$ cat src/rtl/twis_ram.sv
module twis_ram #(
  parameter int WIDTH = 8,
  parameter int DEPTH = 16
) (
  input  logic                     clk_i,
  input  logic                     we_i,
  input  logic [$clog2(DEPTH)-1:0] waddr_i,
  input  logic [WIDTH-1:0]         wdata_i,
  input  logic [$clog2(DEPTH)-1:0] raddr_i,
  output logic [WIDTH-1:0]         rdata_o
);

  logic [WIDTH-1:0] mem_q [DEPTH];
  logic [WIDTH-1:0] rdata_q;

  always_ff @(posedge clk_i) begin
    if (we_i) begin
      mem_q[waddr_i] <= wdata_i;
    end
    rdata_q <= mem_q[raddr_i];
  end

  assign rdata_o = rdata_q;

endmodule

$ cat config.mk
export PLATFORM = sky130hd
export DESIGN_NAME = twis_ram
export DESIGN_NICKNAME = d
export VERILOG_FILES = /design/src/rtl/twis_ram.sv
export SDC_FILE = /design/constraint.sdc
export NUM_CORES = 1
export LEC_CHECK = 0
export BUFFER_PORTS_ARGS = -buffer_cell sky130_fd_sc_hd__buf_2
export CELL_PAD_IN_SITES_DETAIL_PLACEMENT = 1
export CELL_PAD_IN_SITES_GLOBAL_PLACEMENT = 1
export CORE_UTILIZATION = 57
export CTS_CLUSTER_SIZE = 14
export DETAILED_ROUTE_END_ITERATION = 7
export GPL_ROUTABILITY_DRIVEN = 0
export GPL_TIMING_DRIVEN = 1
export MAX_ROUTING_LAYER = met4
export PLACE_DENSITY_LB_ADDON = 0.1
export SYNTH_ARGS = -nofsm -noshare
export SYNTH_HDL_FRONTEND = slang
export SYNTH_SLANG_ARGS = --single-unit
$ cat constraint.sdc
create_clock -name clk_i -period 3.1 [get_ports clk_i]
set_input_delay 0 -clock clk_i [delete_from_list [all_inputs] [get_ports clk_i]]
set_output_delay 0 -clock clk_i [all_outputs]
set_load 0.03 [all_outputs]
==> flow_metrics.py, run 1 <==
metrics = {
    "detailed_routing": {
        "via_count": 2528,
        "drc": 0,
        "wirelength_um": 11200,
        "wl_per_cell_um": 28.1,
        "routed_via_density": 6.35,
        "first_pass_iters": 5,
        "drtIter0Drc": 305,
        "antenna_left": 0,
    },
    "floorplan": {
        "dieWidth_um": 97.0,
        "design.core.area_um2": 8720,
        "die-area_um2": 9410,
        "die_h_um": 97.0,
        "ioPinCount": 26,
        "start_util_pct": 59.0,
        "placementRows": 34,
    },
    "cts": {
        "cts_post_setup_buffers_inserted": 0,
        "numCtsBuffers": 17,
        "htreeDepth": 4,
        "clock-sinks": 136,
        "clkTransAtPathRegs_ns": 0.06,
        "clk_latency_ns": 0.51,
        "cts_tree": "yes",
        "clockBufferDepth": 2,
        "root_buffer": "clkbuf_8",
    },
    "setup_path": {
        "path_class": "flip-flop to flip-flop",
        "cp.arrival_ns": 1.77,
        "required_ns": 3.49,
        "crit_path_start_kind": "flip-flop",
        "cp_max_fo": 1,
        "worst-r2r-cell-count": 3,
        "end_kind": "flip-flop",
        "reg2reg_slack_ns": 1.72,
        "r2r_start": "mem_q[9][2]$_DFFE_PP_",
        "rr_endpoint": "rdata_o[2]$_DFF_P_",
    },
    "synthesis": {
        "postSynth.asyncResetShare_pct": 0,
        "ys_ff_latch": 136,
        "synth_edf_count": 128,
        "syn_inst": 229,
        "ys_types": 19,
        "ys_seq_area_share_pct": 77.8,
        "synth_ff_type": "edfxtp_1",
        "synth_fp_nets": 247,
        "yosys_warnings": 0,
        "avgSynthCellArea_um2": 22.5,
        "syn_area_um2": 5150,
    },
    "sta": {
        "rsz0062_at_grt": "false",
        "timing.hold.ws_ns": 0.0598,
        "fin_crit_ns": 1.38,
        "relSlewSlack_pct": 27.1,
        "finalCritPeriodShare_pct": 44.7,
        "worstMarginPinSlew_ns": 1.09,
        "final_hold_viol_count": 0,
        "finalSetupTns_ns": 0,
        "drv_slew": 0,
        "setup_viol": 0,
        "max_freq_ghz": 0.722,
        "final.setup.worst_slack_ns": 1.72,
        "clock_skew_ns": 0.00666,
    },
    "cells_and_area": {
        "n_antenna_cell": 0,
        "mostFrequentLayoutCells": "edfxtp_1, buf_2, mux4_2",
        "layout_commonest_cell": "edfxtp_1",
        "layout-drive-gt1-share_pct": 27.2,
        "nets": 295,
        "final_cells": 398,
        "syn2layout_area_growth_pct": 17.7,
    },
    "pwr": {
        "power.leakage_nw": 2.04,
        "powerDensity_nw_per_um2": 718,
        "power_mw": 4.35,
        "ir_drop_mv": 0.442,
    },
    "worst_hold_path": {
        "hp-start": "waddr_i[0]",
        "hold-path-endpoint": "mem_q[4][0]$_DFFE_PP_",
        "hold_depth": 3,
        "min_path_type": "primary input to flip-flop",
    },
    "run": {
        "maxCapViolations": 0,
    },
    "placement": {
        "numPlacedInstances": 358,
        "pre_cts_ws_ns": 1.25,
        "io_buffer_count": 25,
        "hpwlAfterDp_um": 6700,
    },
    "global_routing": {
        "grt_overflow": 0,
        "antenna_found_initial": 0,
        "grt_max_degree": 33,
        "grt_pass1_wl_um": 16700,
        "first_global_vias": 2684,
        "track_usage_pct": 26.6,
    },
    "outcome": {
        "status": "completed",
    },
}
[timing repair]
item | CTS | global route
hold buffers | 8 | 0
resized for setup | 0 | 0
hold endpoints to repair | 128 | 0
[cell usage after synthesis, types with 2 or more instances]
| cell | instances | area, um2 |
|---|---|---|
| a22oi_1 | 16 | 120 |
| buf_2 | 3 | 15.0 |
| buf_6 | 3 | 33.8 |
| clkdlybuf4s25_2 | 3 | 30.0 |
| dfxtp_1 | 8 | 160 |
| edfxtp_1 | 128 | 3840 |
| mux4_1 | 14 | 368 |
| mux4_2 | 18 | 405 |
| nand2_1 | 9 | 33.8 |
| nand2b_1 | 2 | 12.5 |
| nand3b_1 | 2 | 15.0 |
| nor2_1 | 13 | 48.8 |
| nor3_1 | 4 | 20.0 |
[state kept, by name, summed over array words and instances (netlist names)]
| name | count |
|---|---|
| rdata_o | 8 |
| mem_q | 128 |
[cell families after synthesis]
family,synth area share [%]
buf+inv,1.68
simple gates,3.18
mux,15.0
flops,77.8
compound gates,2.33
[per-stage QoR]
stage                     util (%)  instance area (um2)
after floorplan                  -                 5150
after global placement        61.5                 5370
after detailed placement      61.5                 5370
after CTS                     69.5                 6060
after global routing          69.5                 6060
final                         69.5                 6060
[worst max-delay path, stage by stage, from the launching register on]
cell and delay, ns:
edfxtp_1 0.37, mux4_1 0.52, a22oi_1 0.29, nand2_1 0.09
[per-layer routing]
metal | global-route usage [%] | wire [um] | up-vias
met5 | - | 0 | -
met4 | 8.73 | 133 | 0
met3 | 5.56 | 696 | 11
met2 | 42.1 | 5680 | 122
met1 | 35.1 | 4670 | 1324
li1 | - | - | 1071
[layout make-up]
type                    count  area, um2
flip-flops and latches    136       4000
fillers                   676       2660
multi-input cells          83       1060
clock buffers              20        435
repair buffers             39        250
clock inverters            12        175
well taps                 108        135
[how the worst max path moves through the flow]
stage / startpoint / endpoint / depth (start not counted)
final: mem_q[9][2]$_DFFE_PP_ / rdata_o[2]$_DFF_P_ / 3
after global routing: raddr_i[0] / rdata_o[3]$_DFF_P_ / 5
after CTS: mem_q[11][1]$_DFFE_PP_ / rdata_o[1]$_DFF_P_ / 3
after detailed placement: raddr_i[0] / rdata_o[3]$_DFF_P_ / 5
after global placement: raddr_i[0] / rdata_o[2]$_DFF_P_ / 5
after floorplan: waddr_i[2] / mem_q[0][0]$_DFFE_PP_ / 2
[report_power, final]
group	leakage (nW)	switching [mW]	internal, mW
Clock	0.281	0.733	1.32
Combinational	0.535	0.134	0.0825
Sequential	1.22	0.0172	2.06
Total	2.04	0.884	3.46
(Power assumes the default switching activity.)
==> run 2, diff against run 1 <==
--- a/config.mk
+++ b/config.mk
@@ -8,7 +8,7 @@
 export BUFFER_PORTS_ARGS = -buffer_cell sky130_fd_sc_hd__buf_2
 export CELL_PAD_IN_SITES_DETAIL_PLACEMENT = 1
 export CELL_PAD_IN_SITES_GLOBAL_PLACEMENT = 1
-export CORE_UTILIZATION = 57
+export CORE_UTILIZATION = 53
 export CTS_CLUSTER_SIZE = 14
 export DETAILED_ROUTE_END_ITERATION = 7
 export GPL_ROUTABILITY_DRIVEN = 0
==> constraint.sdc (replaced) <==
create_clock -name clk_i -period 1.3 [get_ports clk_i]
set_input_delay 0 -clock clk_i [delete_from_list [all_inputs] [get_ports clk_i]]
set_output_delay 0 -clock clk_i [all_outputs]
set_load 0.03 [all_outputs]
==> flow_metrics.py, run 2 (synthesis gave the netlist of run 1 again) <==
metrics = {
    "detailed_routing": {
        "first_pass_iters": 4,
        "wl_per_cell_um": 25.0,
        "drc": 0,
        "wirelength_um": 11000,
        "drtIter0Drc": 156,
        "via_count": 2525,
        "routed_via_density": 5.73,
        "antenna_left": 0,
    },
    "sta": {
        "relSlewSlack_pct": 40.2,
        "finalSetupTns_ns": -0.00527,
        "timing.hold.ws_ns": 0.0533,
        "worstMarginPinSlew_ns": 0.895,
        "fin_crit_ns": 1.31,
        "finalCritPeriodShare_pct": 100,
        "setup_viol": 1,
        "final.setup.worst_slack_ns": -0.00527,
        "max_freq_ghz": 0.766,
        "drv_slew": 0,
        "rsz0062_at_grt": "true",
        "clock_skew_ns": 0.00753,
        "final_hold_viol_count": 0,
    },
    "floorplan": {
        "start_util_pct": 55.2,
        "dieWidth_um": 101,
        "ioPinCount": 26,
        "design.core.area_um2": 9330,
        "die_h_um": 101,
        "placementRows": 35,
        "die-area_um2": 10100,
    },
    "cells_and_area": {
        "multiInputGateArea_um2": 1070,
        "top_register": "mem_q",
        "mostFrequentLayoutCells": "edfxtp_1, mux4_2, buf_2, buf_4, clkbuf_16",
        "layout-drive-gt1-share_pct": 40.4,
        "fin_util_pct": 67.6,
        "n_antenna_cell": 0,
        "stdcell_area_um2": 6300,
        "fillCellCount": 759,
        "seqCellArea_um2": 4000,
        "layout_commonest_cell": "edfxtp_1",
        "syn2layout_area_growth_pct": 22.4,
        "largest_reg_flops": 128,
        "final_cells": 441,
        "nets": 318,
    },
    "cts": {
        "cts_post_setup_buffers_inserted": 0,
        "cts_tree": "yes",
        "clk_latency_ns": 0.51,
        "root_buffer": "clkbuf_8",
        "htreeDepth": 4,
        "clockBufferDepth": 2,
        "clock-sinks": 136,
        "numCtsBuffers": 17,
        "clkTransAtPathRegs_ns": 0.06,
    },
    "outcome": {
        "violations": "setup timing",
        "status": "finished, violations left",
    },
    "pwr": {
        "internal-power_mw": 8.25,
        "power_mw": 10.4,
        "power.leakage_nw": 2.15,
        "p_sw_mw": 2.10,
        "p_sw_share_pct": 20.3,
        "clkPwrFrac_pct": 46.6,
        "p_comb_share_pct": 5.7,
        "powerDensity_nw_per_um2": 1640,
        "pwr-share-seq_pct": 47.7,
        "ir_drop_mv": 1.11,
    },
    "global_routing": {
        "grt_overflow": 0,
        "grt_pass1_wl_um": 16800,
        "grt_max_degree": 19,
        "track_usage_pct": 25.3,
        "first_global_vias": 2843,
        "antenna_found_initial": 0,
    },
    "setup_path": {
        "slowest_delay_ns": 0.50,
        "cp.arrival_ns": 1.70,
        "path_class": "flip-flop to flip-flop",
        "critPathTopFamily": "multiplexers",
        "crit_path_start_kind": "flip-flop",
        "cp_max_fo": 1,
        "end_kind": "flip-flop",
        "required_ns": 1.70,
        "crit_path_cell_trace": "mux4_2 > a22oi_2 > nand2_1",
        "cpMaxStageDelayCell": "mux4_2",
        "path_buf_inv": 0,
    },
    "run": {
        "maxCapViolations": 0,
    },
    "placement": {
        "pre_cts_ws_ns": -0.179,
        "placed_area_um2": 5620,
        "numPlacedInstances": 402,
        "hpwlAfterDp_um": 6700,
        "io_buffer_count": 25,
    },
    "worst_hold_path": {
        "min_path_type": "primary input to flip-flop",
    },
}
run 2: changes by cell type in the layout (fill, tap and decap cells not counted), sizes merged:
cell      delta
clkbuf       -2
buf         +23
clkinvlp     -4
clkinv       +5
run 2: area by class of cell:
type / instances / area share [%]
multi-input combinational: 83 / 16.9
sequential: 136 / 63.5
tap: 129 / 2.56
timing repair buffer: 62 / 7.50
clock buffer: 18 / 6.63
clock inverter: 13 / 2.84
run 2: power groups by stage:
stage	clock network, mW	logic, mW	registers [mW]
2_1_floorplan	0	0.249	5.07
3_3_place_gp	0	0.523	5.02
3_5_place_dp	0	0.540	5.02
4_1_cts	4.88	0.589	4.94
5_1_grt	5.02	0.637	4.94
6_report	4.82	0.592	4.93
run 2: worst paths after layout:
check / startpoint / end / slack [ns] / depth (start not counted)
max: mem_q[3][6]$_DFFE_PP_ / rdata_o[6]$_DFF_P_ / -0.005 / 3
min: waddr_i[0] / mem_q[0][5]$_DFFE_PP_ / 0.05 / 3
min reg2reg: mem_q[15][0]$_DFFE_PP_ / rdata_o[0]$_DFF_P_ / 0.69 / 3
max reg2reg: mem_q[3][6]$_DFFE_PP_ / rdata_o[6]$_DFF_P_ / -0.005 / 3
run 2: repair_timing:
item	CTS	global route
pin swaps	3	4
hold buffers	8	0
resized for setup	16	6
hold endpoints to repair	128	0
setup endpoints to repair	7	7
run 2: worst register-to-register path, delay by kind of cell, from the launching register on:
family	cells	cell delay, ns
muxes	1	0.51
DFF	1	0.39
AOI/OAI and AO/OA	1	0.22
and+or+nand+nor	1	0.08
run 2: layer usage:
layer	GRT usage [%]	part of all wire (%)	vias up
li1	-	-	1103
met1	33.5	43	1336
met2	39.6	51	71
met3	4.72	4.1	15
met4	9.81	1.6	0
met5	-	0	-
==> run 3, diff against run 2 <==
==> config.mk (replaced) <==
export PLATFORM = sky130hd
export DESIGN_NAME = twis_ram
export DESIGN_NICKNAME = d
export VERILOG_FILES = /design/src/rtl/twis_ram.sv
export SDC_FILE = /design/constraint.sdc
export NUM_CORES = 1
export LEC_CHECK = 0
export BUFFER_PORTS_ARGS = -buffer_cell sky130_fd_sc_hd__buf_2
export CELL_PAD_IN_SITES_DETAIL_PLACEMENT = 0
export CELL_PAD_IN_SITES_GLOBAL_PLACEMENT = 2
export CORE_UTILIZATION = 48
export CTS_CLUSTER_SIZE = 14
export DETAILED_ROUTE_END_ITERATION = 7
export GPL_ROUTABILITY_DRIVEN = 0
export GPL_TIMING_DRIVEN = 0
export MAX_ROUTING_LAYER = met4
export PLACE_DENSITY_LB_ADDON = 0.1
export SKIP_CTS_REPAIR_TIMING = 1
export SYNTH_ARGS = -nofsm -noshare
export SYNTH_HDL_FRONTEND = slang
export SYNTH_SLANG_ARGS = --single-unit
==> flow_metrics.py, run 3 (synthesis gave the netlist of run 1 again) <==
metrics = {
    "cells_and_area": {
        "fin_util_pct": 59.3,
        "layout-drive-gt1-share_pct": 34.3,
        "n_antenna_cell": 0,
        "mostFrequentLayoutCells": "edfxtp_1, buf_2, mux4_2",
        "top_register": "mem_q",
        "largest_reg_flops": 128,
        "nets": 302,
        "syn2layout_area_growth_pct": 19.4,
        "layout_commonest_cell": "edfxtp_1",
    },
    "placement": {
        "hpwlAfterDp_um": 6050,
        "io_buffer_count": 24,
    },
    "pwr": {
        "power.leakage_nw": 2.02,
        "power_mw": 9.84,
        "ir_drop_mv": 0.750,
        "powerDensity_nw_per_um2": 1600,
    },
    "setup_path": {
        "cp.arrival_ns": 1.71,
        "worst-r2r-cell-count": 3,
        "crit_path_start_kind": "flip-flop",
        "cpMaxStageDelayCell": "mux4_2",
        "cp_max_fo": 1,
        "path_buf_inv": 0,
        "end_kind": "flip-flop",
        "reg2reg_slack_ns": -0.02,
        "critPathTopFamily": "multiplexers",
        "r2r_start": "mem_q[15][6]$_DFFE_PP_",
        "slowest_delay_ns": 0.54,
        "path_class": "flip-flop to flip-flop",
        "rr_endpoint": "rdata_o[6]$_DFF_P_",
        "required_ns": 1.68,
        "crit_path_cell_trace": "mux4_2 > a22oi_2 > nand2_1",
    },
    "detailed_routing": {
        "routed_via_density": 5.55,
        "drc": 0,
        "via_count": 2405,
        "antenna_left": 0,
        "wirelength_um": 9980,
        "wl_per_cell_um": 23.1,
        "first_pass_iters": 5,
        "drtIter0Drc": 130,
    },
    "worst_hold_path": {
        "min_path_type": "primary input to flip-flop",
        "hold_depth": 2,
        "hp-start": "waddr_i[0]",
        "hold-path-endpoint": "mem_q[12][6]$_DFFE_PP_",
    },
    "floorplan": {
        "dieWidth_um": 106,
        "placementRows": 37,
        "design.core.area_um2": 10400,
        "die-area_um2": 11100,
        "start_util_pct": 49.6,
        "die_h_um": 106,
        "ioPinCount": 26,
    },
    "sta": {
        "rsz0062_at_grt": "true",
        "fin_crit_ns": 1.32,
        "clock_skew_ns": 0.00822,
        "max_freq_ghz": 0.757,
        "final_hold_viol_count": 0,
        "finalCritPeriodShare_pct": 102,
        "drv_slew": 0,
        "setup_viol": 7,
        "relSlewSlack_pct": 15.9,
        "worstMarginPinSlew_ns": 1.25,
        "final.setup.worst_slack_ns": -0.0211,
    },
    "cts": {
        "htreeDepth": 4,
        "clock-sinks": 136,
        "clk_latency_ns": 0.51,
        "clkTransAtPathRegs_ns": 0.06,
        "cts_tree": "yes",
        "clockBufferDepth": 2,
        "root_buffer": "clkbuf_8",
        "numCtsBuffers": 17,
    },
    "global_routing": {
        "grt_pass1_wl_um": 14600,
        "first_global_vias": 2367,
        "grt_max_degree": 17,
        "antenna_found_initial": 0,
        "track_usage_pct": 20.0,
        "grt_overflow": 0,
    },
    "run": {
        "maxCapViolations": 0,
    },
    "outcome": {
        "violations": "setup timing",
        "status": "finished, violations left",
    },
}
[run 3: metal layers]
layer / part of all wire (%) / GRT usage, % / vias up / routed length, um
li1: - / - / 1079 / -
met1: 48 / 28.1 / 1251 / 4800
met2: 47 / 28.9 / 73 / 4730
met3: 4.3 / 4.95 / 2 / 427
met4: 0.29 / 6.85 / 0 / 29
met5: 0 / - / - / 0
[run 3: final cells by class]
type,instances,area (um2)
Tap cell,136,170
Fill cell,776,4220
Timing Repair Buffer,36,240
Buffer,10,86.3
Clock inverter,14,125
Sequential cell,136,4000
Multi-Input combinational cell,83,1100
Clock buffer,18,418
[run 3: worst register-to-register path: cells and delay by family (launching register included)]
kind             cells  cell delay [ns]
AND/OR/NAND/NOR      1             0.09
flip-flops           1             0.40
multiplexers         1             0.54
AO/OA/AOI/OAI        1             0.16
[run 3: worst max path at each step]
stage | depth (start not counted) | slack (ns) | end | startpoint
3_5_place_dp | 3 | -0.57 | mem_q[8][3]$_DFFE_PP_ | waddr_i[2]
3_3_place_gp | 3 | -0.56 | mem_q[8][3]$_DFFE_PP_ | waddr_i[2]
6_report | 3 | -0.02 | rdata_o[6]$_DFF_P_ | mem_q[15][6]$_DFFE_PP_
2_1_floorplan | 2 | 0.03 | mem_q[3][0]$_DFFE_PP_ | waddr_i[2]
5_1_grt | 3 | -0.05 | mem_q[8][0]$_DFFE_PP_ | waddr_i[1]
4_1_cts | 3 | -0.14 | rdata_o[1]$_DFF_P_ | mem_q[5][1]$_DFFE_PP_
[run 3: stage by stage]
| step | instance area [um2] | worst slack [ns] | hold WS (ns) | instances | setup TNS, ns |
|---|---|---|---|---|---|
| 3_5_place_dp | 5440 | -0.572 | 0.413 | 389 | -29.30 |
| 2_1_floorplan | 5150 | 0.0339 | 0.0989 | 229 | 0 |
| 5_1_grt | 6150 | -0.0477 | 0.0163 | 433 | -0.603 |
| 4_1_cts | 5990 | -0.142 | -0.129 | 421 | -0.773 |
| 3_3_place_gp | 5440 | -0.560 | 0.397 | 389 | -29.22 |
| 6_report | 6150 | -0.0211 | 0.0302 | 433 | -0.0514 |
[run 3: power breakdown]
| part | internal, mW | total, mW | switching [mW] |
|---|---|---|---|
| registers | 4.90 | 4.93 | 0.0225 |
| clock network | 2.54 | 4.33 | 1.79 |
| logic | 0.232 | 0.582 | 0.350 |
